==> src/rtl/alc_pkg.sv <==
// ----------------------------------------------------------------------------
// alc_pkg
// Shared types and codes for the ordered list with cursor: operation codes,
// status codes, the result record and the memory control record.
// ----------------------------------------------------------------------------
package alc_pkg;

    // Operation codes carried by a request
    typedef enum logic [3:0] {
        OP_INSERT   = 4'd0,
        OP_APPEND   = 4'd1,
        OP_DELETE   = 4'd2,
        OP_READ     = 4'd3,
        OP_START    = 4'd4,
        OP_ADVANCE  = 4'd5,
        OP_READ_CUR = 4'd6,
        OP_ADD      = 4'd7,
        OP_REMOVE   = 4'd8
    } op_t;

    // Status codes returned with every result
    typedef enum logic [1:0] {
        ST_OK     = 2'd0,
        ST_FULL   = 2'd1,
        ST_BADPOS = 2'd2,
        ST_BADCUR = 2'd3
    } status_t;

    // Port widths of the result fields
    localparam int DATA_PORT_W  = 32;
    localparam int COUNT_PORT_W = 7;
    localparam int POS_PORT_W   = 7;

    // One result record
    typedef struct packed {
        logic [DATA_PORT_W-1:0]  data;
        status_t                 status;
        logic [COUNT_PORT_W-1:0] count;
        logic                    cursor_ok;
    } alc_result_t;

    // Memory port strobes
    typedef struct packed {
        logic rd_en;
        logic wr_en;
    } alc_mem_ctl_t;

endpackage

==> src/rtl/array_list_with_cursor.sv <==
// ----------------------------------------------------------------------------
// array_list_with_cursor
// Ordered list with length count and cursor, held in one entry memory.
// ----------------------------------------------------------------------------
// Each request carries one operation and yields one result. Insert, add,
// delete and remove shift the later entries through the entry memory (one
// read port, one write port), one entry per cycle. The most entries move on
// an insert or add at the head of a list one short of full. Reads pass through
// an extra state that captures the read data before the result is offered.
// The next request is taken as soon as the sequencer is free, while the
// previous result may still wait in the output register. Entries are kept at
// DATA_WIDTH bits (at most 32) and read back zero-extended; count reports
// the low 7 bits of the length. The memory needs no clearing after reset.
module array_list_with_cursor #(
    parameter int CAPACITY   = 64,
    parameter int DATA_WIDTH = 32
) (
    input  logic                                clk,
    input  logic                                rst_n,
    input  logic                                req_valid,
    output logic                                req_ready,
    input  logic [3:0]                          operation,
    input  logic [alc_pkg::POS_PORT_W-1:0]      position,
    input  logic [alc_pkg::DATA_PORT_W-1:0]     value,
    output logic                                rsp_valid,
    input  logic                                rsp_ready,
    output logic [alc_pkg::DATA_PORT_W-1:0]     data,
    output logic [1:0]                          status,
    output logic [alc_pkg::COUNT_PORT_W-1:0]    count,
    output logic                                cursor_ok
);
    import alc_pkg::*;

    localparam int SW = (DATA_WIDTH < DATA_PORT_W) ? DATA_WIDTH : DATA_PORT_W;
    localparam int AW = $clog2(CAPACITY);
    localparam int UW = $clog2(CAPACITY + 1);

    alc_mem_ctl_t  mem_ctl;
    logic [AW-1:0] mem_raddr;
    logic [AW-1:0] mem_waddr;
    logic [SW-1:0] mem_wdata;
    logic [SW-1:0] mem_rdata;

    logic          res_valid;
    logic          res_ready;
    alc_result_t   res;

    logic          obuf_valid_reg, obuf_valid_next;
    alc_result_t   obuf_reg;

    alc_store #(
        .DEPTH (CAPACITY),
        .DW    (SW),
        .AW    (AW)
    ) u_store (
        .clk   (clk),
        .ctl   (mem_ctl),
        .raddr (mem_raddr),
        .waddr (mem_waddr),
        .wdata (mem_wdata),
        .rdata (mem_rdata)
    );

    alc_ctrl #(
        .CAPACITY (CAPACITY),
        .SW       (SW),
        .AW       (AW),
        .UW       (UW)
    ) u_ctrl (
        .clk       (clk),
        .rst_n     (rst_n),
        .req_valid (req_valid),
        .req_ready (req_ready),
        .operation (operation),
        .position  (position),
        .value     (value),
        .res_valid (res_valid),
        .res_ready (res_ready),
        .res       (res),
        .mem_ctl   (mem_ctl),
        .mem_raddr (mem_raddr),
        .mem_waddr (mem_waddr),
        .mem_wdata (mem_wdata),
        .mem_rdata (mem_rdata)
    );

    // Take a result when the output register is empty or draining
    assign res_ready = !obuf_valid_reg || rsp_ready;

    always_comb
    begin
        obuf_valid_next = obuf_valid_reg;
        if (res_valid && res_ready)
        begin
            obuf_valid_next = 1'b1;
        end
        else if (rsp_ready)
        begin
            obuf_valid_next = 1'b0;
        end
    end

    // Hold the output valid flag
    always_ff @(posedge clk or negedge rst_n)
    begin
        if (!rst_n)
        begin
            obuf_valid_reg <= 1'b0;
        end
        else
        begin
            obuf_valid_reg <= obuf_valid_next;
        end
    end

    // Load the result payload
    always_ff @(posedge clk)
    begin
        if (res_valid && res_ready)
        begin
            obuf_reg <= res;
        end
    end

    assign rsp_valid = obuf_valid_reg;
    assign data      = obuf_reg.data;
    assign status    = obuf_reg.status;
    assign count     = obuf_reg.count;
    assign cursor_ok = obuf_reg.cursor_ok;

`ifndef SYNTH
    // A waiting result is never overwritten
    a_obuf_hold: assert property (@(posedge clk) disable iff (!rst_n)
        (rsp_valid && !rsp_ready) |=> (rsp_valid && $stable(obuf_reg)))
        else $error("pending result lost");

    // A result is never loaded into a full register that is not draining
    a_no_overrun: assert property (@(posedge clk) disable iff (!rst_n)
        (res_valid && obuf_valid_reg && !rsp_ready) |-> !res_ready)
        else $error("result register overrun");

    // A result taken from the sequencer is presented on the next cycle
    a_done_moves: assert property (@(posedge clk) disable iff (!rst_n)
        (res_valid && res_ready) |=> rsp_valid)
        else $error("delivered result not presented");
`endif

endmodule

==> src/rtl/alc_store.sv <==
// ----------------------------------------------------------------------------
// alc_store
// Entry memory: one write port and one read port, read data registered.
// ----------------------------------------------------------------------------
module alc_store #(
    parameter int DEPTH = 64,
    parameter int DW    = 32,
    parameter int AW    = 6
) (
    input  logic                  clk,
    input  alc_pkg::alc_mem_ctl_t ctl,
    input  logic [AW-1:0]         raddr,
    input  logic [AW-1:0]         waddr,
    input  logic [DW-1:0]         wdata,
    output logic [DW-1:0]         rdata
);
    import alc_pkg::*;

    logic [DW-1:0] mem [DEPTH];
    logic [DW-1:0] rdata_reg;

    // Write port
    always_ff @(posedge clk)
    begin
        if (ctl.wr_en)
        begin
            mem[waddr] <= wdata;
        end
    end

    // Registered read port
    always_ff @(posedge clk)
    begin
        if (ctl.rd_en)
        begin
            rdata_reg <= mem[raddr];
        end
    end

    assign rdata = rdata_reg;

endmodule

==> src/rtl/alc_ctrl.sv <==
// ----------------------------------------------------------------------------
// alc_ctrl
// Request sequencer: checks each request against length and cursor, drives
// the entry memory to shift entries one per cycle, and builds the result.
// ----------------------------------------------------------------------------
module alc_ctrl #(
    parameter int CAPACITY = 64,
    parameter int SW       = 32,
    parameter int AW       = 6,
    parameter int UW       = 7
) (
    input  logic                              clk,
    input  logic                              rst_n,
    input  logic                              req_valid,
    output logic                              req_ready,
    input  logic [3:0]                        operation,
    input  logic [alc_pkg::POS_PORT_W-1:0]    position,
    input  logic [alc_pkg::DATA_PORT_W-1:0]   value,
    output logic                              res_valid,
    input  logic                              res_ready,
    output alc_pkg::alc_result_t              res,
    output alc_pkg::alc_mem_ctl_t             mem_ctl,
    output logic [AW-1:0]                     mem_raddr,
    output logic [AW-1:0]                     mem_waddr,
    output logic [SW-1:0]                     mem_wdata,
    input  logic [SW-1:0]                     mem_rdata
);
    import alc_pkg::*;

    localparam int CMPW = (UW > POS_PORT_W) ? UW : POS_PORT_W;

    typedef enum logic [4:0] {
        S_IDLE     = 5'b00001,
        S_SHIFT_UP = 5'b00010,
        S_SHIFT_DN = 5'b00100,
        S_READ     = 5'b01000,
        S_DONE     = 5'b10000
    } state_t;

    state_t        state_reg, state_next;
    logic [UW-1:0] used_reg, used_next;
    logic [UW-1:0] cur_reg, cur_next;
    logic          started_reg, started_next;
    op_t           op_reg, op_next;
    logic [SW-1:0] val_reg, val_next;
    logic [AW-1:0] idx_reg, idx_next;
    logic [AW-1:0] src_reg, src_next;
    logic [UW-1:0] n_reg, n_next;
    logic          pend_reg, pend_next;
    logic [AW-1:0] pend_addr_reg, pend_addr_next;
    status_t       st_reg, st_next;
    logic [SW-1:0] data_reg, data_next;

    op_t             req_op;
    logic            full;
    logic            pos_ok;
    logic            cur_valid;
    logic [AW-1:0]   pos_idx;
    logic [CMPW-1:0] pos_wide;
    logic [CMPW-1:0] used_wide;

    // Decode the request against the current length and cursor
    assign req_op    = op_t'(operation);
    assign full      = (used_reg == UW'(CAPACITY));
    assign pos_wide  = CMPW'(position);
    assign used_wide = CMPW'(used_reg);
    assign pos_ok    = (pos_wide != '0) && (pos_wide <= used_wide);
    assign pos_idx   = AW'(pos_wide - CMPW'(1));
    assign cur_valid = started_reg && (cur_reg < used_reg);

    // Sequencer
    always_comb
    begin
        state_next     = state_reg;
        used_next      = used_reg;
        cur_next       = cur_reg;
        started_next   = started_reg;
        op_next        = op_reg;
        val_next       = val_reg;
        idx_next       = idx_reg;
        src_next       = src_reg;
        n_next         = n_reg;
        pend_next      = pend_reg;
        pend_addr_next = pend_addr_reg;
        st_next        = st_reg;
        data_next      = data_reg;
        mem_ctl        = '0;
        mem_raddr      = '0;
        mem_waddr      = '0;
        mem_wdata      = val_reg;
        req_ready      = 1'b0;
        res_valid      = 1'b0;

        case (state_reg)
            S_IDLE:
            begin
                req_ready = 1'b1;
                if (req_valid)
                begin
                    op_next    = req_op;
                    val_next   = value[SW-1:0];
                    st_next    = ST_OK;
                    data_next  = '0;
                    pend_next  = 1'b0;
                    state_next = S_DONE;
                    case (req_op)
                        OP_INSERT:
                        begin
                            if (full)
                            begin
                                st_next = ST_FULL;
                            end
                            else if (!pos_ok)
                            begin
                                st_next = ST_BADPOS;
                            end
                            else
                            begin
                                idx_next   = pos_idx;
                                src_next   = AW'(used_reg - UW'(1));
                                n_next     = used_reg - UW'(pos_idx);
                                state_next = S_SHIFT_UP;
                            end
                        end
                        OP_APPEND:
                        begin
                            if (full)
                            begin
                                st_next = ST_FULL;
                            end
                            else
                            begin
                                mem_ctl.wr_en = 1'b1;
                                mem_waddr     = AW'(used_reg);
                                mem_wdata     = value[SW-1:0];
                                used_next     = used_reg + UW'(1);
                            end
                        end
                        OP_DELETE:
                        begin
                            if (!pos_ok)
                            begin
                                st_next = ST_BADPOS;
                            end
                            else
                            begin
                                idx_next   = pos_idx;
                                src_next   = pos_idx + AW'(1);
                                n_next     = used_reg - UW'(1) - UW'(pos_idx);
                                state_next = S_SHIFT_DN;
                            end
                        end
                        OP_READ:
                        begin
                            if (!pos_ok)
                            begin
                                st_next = ST_BADPOS;
                            end
                            else
                            begin
                                mem_ctl.rd_en = 1'b1;
                                mem_raddr     = pos_idx;
                                state_next    = S_READ;
                            end
                        end
                        OP_START:
                        begin
                            cur_next     = '0;
                            started_next = 1'b1;
                        end
                        OP_ADVANCE:
                        begin
                            if (!cur_valid)
                            begin
                                st_next = ST_BADCUR;
                            end
                            else
                            begin
                                cur_next = cur_reg + UW'(1);
                            end
                        end
                        OP_READ_CUR:
                        begin
                            if (!cur_valid)
                            begin
                                st_next = ST_BADCUR;
                            end
                            else
                            begin
                                mem_ctl.rd_en = 1'b1;
                                mem_raddr     = AW'(cur_reg);
                                state_next    = S_READ;
                            end
                        end
                        OP_ADD:
                        begin
                            if (full)
                            begin
                                st_next = ST_FULL;
                            end
                            else if (!cur_valid)
                            begin
                                st_next = ST_BADCUR;
                            end
                            else
                            begin
                                idx_next   = AW'(cur_reg);
                                src_next   = AW'(used_reg - UW'(1));
                                n_next     = used_reg - cur_reg;
                                state_next = S_SHIFT_UP;
                            end
                        end
                        OP_REMOVE:
                        begin
                            if (!cur_valid)
                            begin
                                st_next = ST_BADCUR;
                            end
                            else
                            begin
                                idx_next   = AW'(cur_reg);
                                src_next   = AW'(cur_reg + UW'(1));
                                n_next     = used_reg - UW'(1) - cur_reg;
                                state_next = S_SHIFT_DN;
                            end
                        end
                        default:
                        begin
                            st_next = ST_OK;
                        end
                    endcase
                end
            end

            S_SHIFT_UP:
            begin
                // Move the entry read last cycle up by one place
                if (pend_reg)
                begin
                    mem_ctl.wr_en = 1'b1;
                    mem_waddr     = pend_addr_reg + AW'(1);
                    mem_wdata     = mem_rdata;
                end
                // Read the next lower entry
                if (n_reg != '0)
                begin
                    mem_ctl.rd_en  = 1'b1;
                    mem_raddr      = src_reg;
                    src_next       = src_reg - AW'(1);
                    n_next         = n_reg - UW'(1);
                    pend_next      = 1'b1;
                    pend_addr_next = src_reg;
                end
                else
                begin
                    pend_next = 1'b0;
                end
                // Drop the new entry into the hole
                if ((n_reg == '0) && !pend_reg)
                begin
                    mem_ctl.wr_en = 1'b1;
                    mem_waddr     = idx_reg;
                    mem_wdata     = val_reg;
                    used_next     = used_reg + UW'(1);
                    if (op_reg == OP_ADD)
                    begin
                        cur_next = cur_reg + UW'(1);
                    end
                    state_next = S_DONE;
                end
            end

            S_SHIFT_DN:
            begin
                // Move the entry read last cycle down by one place
                if (pend_reg)
                begin
                    mem_ctl.wr_en = 1'b1;
                    mem_waddr     = pend_addr_reg - AW'(1);
                    mem_wdata     = mem_rdata;
                end
                // Read the next higher entry
                if (n_reg != '0)
                begin
                    mem_ctl.rd_en  = 1'b1;
                    mem_raddr      = src_reg;
                    src_next       = src_reg + AW'(1);
                    n_next         = n_reg - UW'(1);
                    pend_next      = 1'b1;
                    pend_addr_next = src_reg;
                end
                else
                begin
                    pend_next = 1'b0;
                end
                // Close the list once all moves are written
                if ((n_reg == '0) && !pend_reg)
                begin
                    used_next  = used_reg - UW'(1);
                    state_next = S_DONE;
                end
            end

            S_READ:
            begin
                data_next  = mem_rdata;
                state_next = S_DONE;
            end

            S_DONE:
            begin
                res_valid = 1'b1;
                if (res_ready)
                begin
                    state_next = S_IDLE;
                end
            end

            default:
            begin
                state_next = S_IDLE;
            end
        endcase
    end

    // Result fields come from the state after the operation
    always_comb
    begin
        res.data      = DATA_PORT_W'(data_reg);
        res.status    = st_reg;
        res.count     = used_wide[COUNT_PORT_W-1:0];
        res.cursor_ok = cur_valid;
    end

    // Control state
    always_ff @(posedge clk or negedge rst_n)
    begin
        if (!rst_n)
        begin
            state_reg   <= S_IDLE;
            used_reg    <= '0;
            cur_reg     <= '0;
            started_reg <= 1'b0;
            n_reg       <= '0;
            pend_reg    <= 1'b0;
        end
        else
        begin
            state_reg   <= state_next;
            used_reg    <= used_next;
            cur_reg     <= cur_next;
            started_reg <= started_next;
            n_reg       <= n_next;
            pend_reg    <= pend_next;
        end
    end

    // Request payload and work pointers
    always_ff @(posedge clk)
    begin
        op_reg        <= op_next;
        val_reg       <= val_next;
        idx_reg       <= idx_next;
        src_reg       <= src_next;
        pend_addr_reg <= pend_addr_next;
        st_reg        <= st_next;
        data_reg      <= data_next;
    end

`ifndef SYNTH
    // Length never exceeds the capacity
    a_used_bound: assert property (@(posedge clk) disable iff (!rst_n)
        used_reg <= UW'(CAPACITY))
        else $error("list length above capacity");

    // Cursor never runs past the capacity
    a_cur_bound: assert property (@(posedge clk) disable iff (!rst_n)
        cur_reg <= UW'(CAPACITY))
        else $error("cursor above capacity");

    // Writes land inside the list or one past its end
    a_wr_range: assert property (@(posedge clk) disable iff (!rst_n)
        mem_ctl.wr_en |-> (UW'(mem_waddr) <= used_reg))
        else $error("memory write beyond list end");

    // A shift never reads the entry it writes in the same cycle
    a_rw_apart: assert property (@(posedge clk) disable iff (!rst_n)
        (mem_ctl.rd_en && mem_ctl.wr_en) |-> (mem_raddr != mem_waddr))
        else $error("read and write collide on one entry");

    // Finishing an upward shift grows the list by one
    a_up_grow: assert property (@(posedge clk) disable iff (!rst_n)
        (state_reg == S_SHIFT_UP && state_next == S_DONE)
        |=> (used_reg == $past(used_reg) + UW'(1)))
        else $error("insert did not grow the list");
`endif

endmodule

==> config.mk <==
export PLATFORM = sky130hd
export DESIGN_NAME = array_list_with_cursor
export DESIGN_NICKNAME = d
export VERILOG_FILES = /design/src/rtl/alc_pkg.sv /design/src/rtl/array_list_with_cursor.sv /design/src/rtl/alc_store.sv /design/src/rtl/alc_ctrl.sv
export SDC_FILE = /design/constraint.sdc
export NUM_CORES = 2
export LEC_CHECK = 0
export BUFFER_PORTS_ARGS = -buffer_cell sky130_fd_sc_hd__buf_2
export CAP_MARGIN = 25
export CORE_MARGIN = 2
export CORE_UTILIZATION = 50
export CTS_CLUSTER_SIZE = 8
export DETAILED_ROUTE_END_ITERATION = 12
export MAX_ROUTING_LAYER = met4
export PLACE_DENSITY = 0.63
export SLEW_MARGIN = 20
export SYNTH_ARGS = -nofsm -noshare
export SYNTH_HDL_FRONTEND = slang
export SYNTH_SLANG_ARGS = --single-unit
==> constraint.sdc <==
create_clock -name clk -period 5.84 [get_ports clk]
set_input_delay 0.292 -clock clk [delete_from_list [all_inputs] [get_ports clk]]
set_output_delay 0.292 -clock clk [all_outputs]
set_load 0.005 [all_outputs]
==> impl_metrics.json <==
{
  "cp_num_buf_inv": 3,
  "worstSetupPathType": "flop to flop",
  "postRouteAntennaNets": 0,
  "vias": 55834,
  "end_kind": "flop",
  "rows": 155,
  "ys_ff_latch": 2239,
  "hold_slack_ns": 0.06595,
  "path_delay_family": "compound AO/OA/AOI/OAI gates",
  "grt_max_degree": 122,
  "drive_gt1_frac": 0.1180,
  "grt_pass1_vias": 53526,
  "required_ns": 6.61,
  "synth_nets": 6437,
  "hold_violations": 0,
  "async_flop_share": 0.01295,
  "fin_crit_ns": 5.027,
  "use_met2": 0.4407,
  "yosysSeqAreaShare": 0.7504,
  "cellLeakagePower_uw": 0.03564,
  "synthCells": 6347,
  "antenna_found_initial": 15,
  "grtUsageMet1": 0.3964,
  "crit_path_max_incr_delay_ns": 0.94,
  "grt_util_all_layers": 0.2891,
  "initial_utilization": 0.5022,
  "synth_cell_types": 74,
  "synth_area_um2": 89410,
  "routedWlPerCell_um": 28.39,
  "skew_ns": 0.05443,
  "ys.flop_type": "edfxtp_1",
  "dp_hpwl_um": 145200,
  "startpoint_type": "flop",
  "overflow": 0,
  "design.core.area_um2": 178000,
  "firstDrtPassIters": 6,
  "dieArea_um2": 182200,
  "final_nets": 6743,
  "drv_cap": 0,
  "cts_root_buf": "clkbuf_16",
  "drt_iter0_markers": 7347,
  "fp.dieW_um": 426.9,
  "htreeDepth": 5,
  "post-route-period-util": 0.8608,
  "area_growth_pct": 15.50,
  "portBuffers": 90,
  "rsz0062_at_grt": "false",
  "grtUsageMet3": 0.05270,
  "synth_edf_count": 2210,
  "worstHoldPathType": "input pin to flop",
  "dp.cells": 8631,
  "maxSlewViolCount": 0,
  "cp_slowest_cell": "a22oi_1",
  "top_usage_layer": "met2",
  "dpl_cell_area_um2": 94050,
  "path_cells": "inv_1 > ha_1 > nand3b_1 > a21oi_1 > o22ai_1 > clkbuf_4 > a41oi_1 > o21ai_1 > o221ai_4 > buf_4 > o211ai_1 > a22oi_1 > and4_1",
  "synth_warnings": 0,
  "final_cell_mix": "edfxtp_1, nand2_1, nor2_1",
  "clock_latency_ns": 0.93,
  "cp_max_fo": 35,
  "tns_ns": 0,
  "finalNonFillerCells": 9052,
  "drc": 0,
  "cts_inserted_buffers": 331,
  "clk_pin_slew_ns": 0.05,
  "cts.sinks": 2239,
  "drt_wl_total_um": 257000,
  "gp_congestion": 0.9143,
  "routed_via_density": 6.168,
  "max_slew_margin": 0.2093,
  "status": "finished, final reports clean",
  "r2r_setup_slack_ns": 0.81,
  "final_area_um2": 103300,
  "max_freq_ghz": 0.1989,
  "chipHeight_um": 426.9,
  "worstMarginPinSlew_ns": 1.186,
  "cts_tree": "built",
  "ir_worst_vdd_v": 0.0002333,
  "syn_area_per_cell_um2": 14.09,
  "cts_buffer_depth": 4,
  "io_pins": 91,
  "final-setup-viol-count": 0,
  "largest_reg_flops": 2048,
  "worstPathArrival_ns": 5.79,
  "powerDensity_nw_per_um2": 374.5,
  "regMostFlops": "u_store.mem",
  "final_common_cell": "edfxtp_1",
  "grt_pass1_wl_um": 371500
}
## worst reg2reg max path: stages, from the launching register on
cell      delay (ns)
dfrtp_1         0.78
inv_1           0.27
ha_1            0.37
nand3b_1        0.08
a21oi_1         0.12
o22ai_1         0.16
clkbuf_4        0.23
a41oi_1         0.41
o21ai_1         0.18
o221ai_4        0.16
buf_4           0.53
o211ai_1        0.31
a22oi_1         0.94
and4_1          0.33
## metrics by stage
| step | util | setup WS (ns) | total power [uW] |
|---|---|---|---|
| 2_1_floorplan | - | 0.7358 | 20900 |
| 3_3_place_gp | 0.5280 | 0.7312 | 22210 |
| 3_5_place_dp | 0.5283 | 0.7003 | 22270 |
| 4_1_cts | 0.5798 | 0.7021 | 38820 |
| 5_1_grt | 0.5800 | 0.7160 | 39790 |
| 6_report | 0.5801 | 0.8130 | 38680 |
## Yosys cell counts (39+ instances only)
cell / instances / share of area
a21oi_1: 58 / 0.0032
a22oi_1: 166 / 0.014
a32oi_1: 257 / 0.025
buf_2: 242 / 0.014
clkbuf_1: 102 / 0.0043
edfxtp_1: 2210 / 0.74
ha_1: 39 / 0.0055
mux2i_1: 257 / 0.029
nand2_1: 1138 / 0.048
nand3_1: 275 / 0.015
nor2_1: 904 / 0.038
o211ai_1: 256 / 0.021
o21ai_0: 41 / 0.0023
## layout make-up
type                            instances  area [um2]
Multi-Input combinational cell       3690       21110
Timing Repair Buffer                  352        3213
Antenna cell                            8       20.02
Fill cell                           13564       74760
Clock inverter                         10       170.2
Sequential cell                      2239       67090
Inverter                               39       146.4
Clock buffer                          359        8579
Tap cell                             2355        2947
## routing by layer
| layer | vias to the layer above | part of all wire | wire length (um) |
|---|---|---|---|
| met5 | - | 0 | 0 |
| met4 | 0 | 0.032 | 8192 |
| met1 | 28030 | 0.41 | 104300 |
| li1 | 24282 | - | - |
| met2 | 3037 | 0.47 | 119700 |
| met3 | 485 | 0.097 | 24820 |
## logic make-up (layout without fill, tap and decap cells)
family | Yosys count | in the layout | share of synthesized area
AND/OR/NAND/NOR | 2484 | 2484 | 0.1144
buffers and inverters | 418 | 760 | 0.02186
multiplexers | 257 | 257 | 0.02877
XOR/XNOR | 48 | 48 | 0.004702
flip-flops | 2239 | 2239 | 0.7504
adder cells (fa/ha/maj) | 43 | 43 | 0.006353
other | 0 | 8 | 0
AO/OA/AOI/OAI | 858 | 858 | 0.07355
## report_power, final
group | internal [uW] | total [uW] | switching [uW]
Clock | 10300 | 16600 | 6320
Combinational | 796 | 3150 | 2350
Sequential | 18700 | 18900 | 173
## repair_timing
action | CTS | global route
hold endpoints to repair | 73 | 0
buffers inserted | 0 | 0
gates resized for setup | 0 | 0
hold buffers | 43 | 0
## worst paths after layout
path | cells past startpoint | from | end
worst min register to register | 0 | u_ctrl.data_reg[3] | data[3]
worst min-delay path | 4 | position[3] | u_ctrl.idx_reg[3]
max in group asynchronous | 4 | rst_n | u_ctrl.used_reg[5]
worst max-delay path | 13 | u_ctrl.used_reg[1] | u_store.rdata[19]
min in group asynchronous | 3 | rst_n | u_ctrl.used_reg[3]
worst max register to register | 13 | u_ctrl.used_reg[1] | u_store.rdata[19]
No activity file was read; power rests on OpenSTA's default activity.
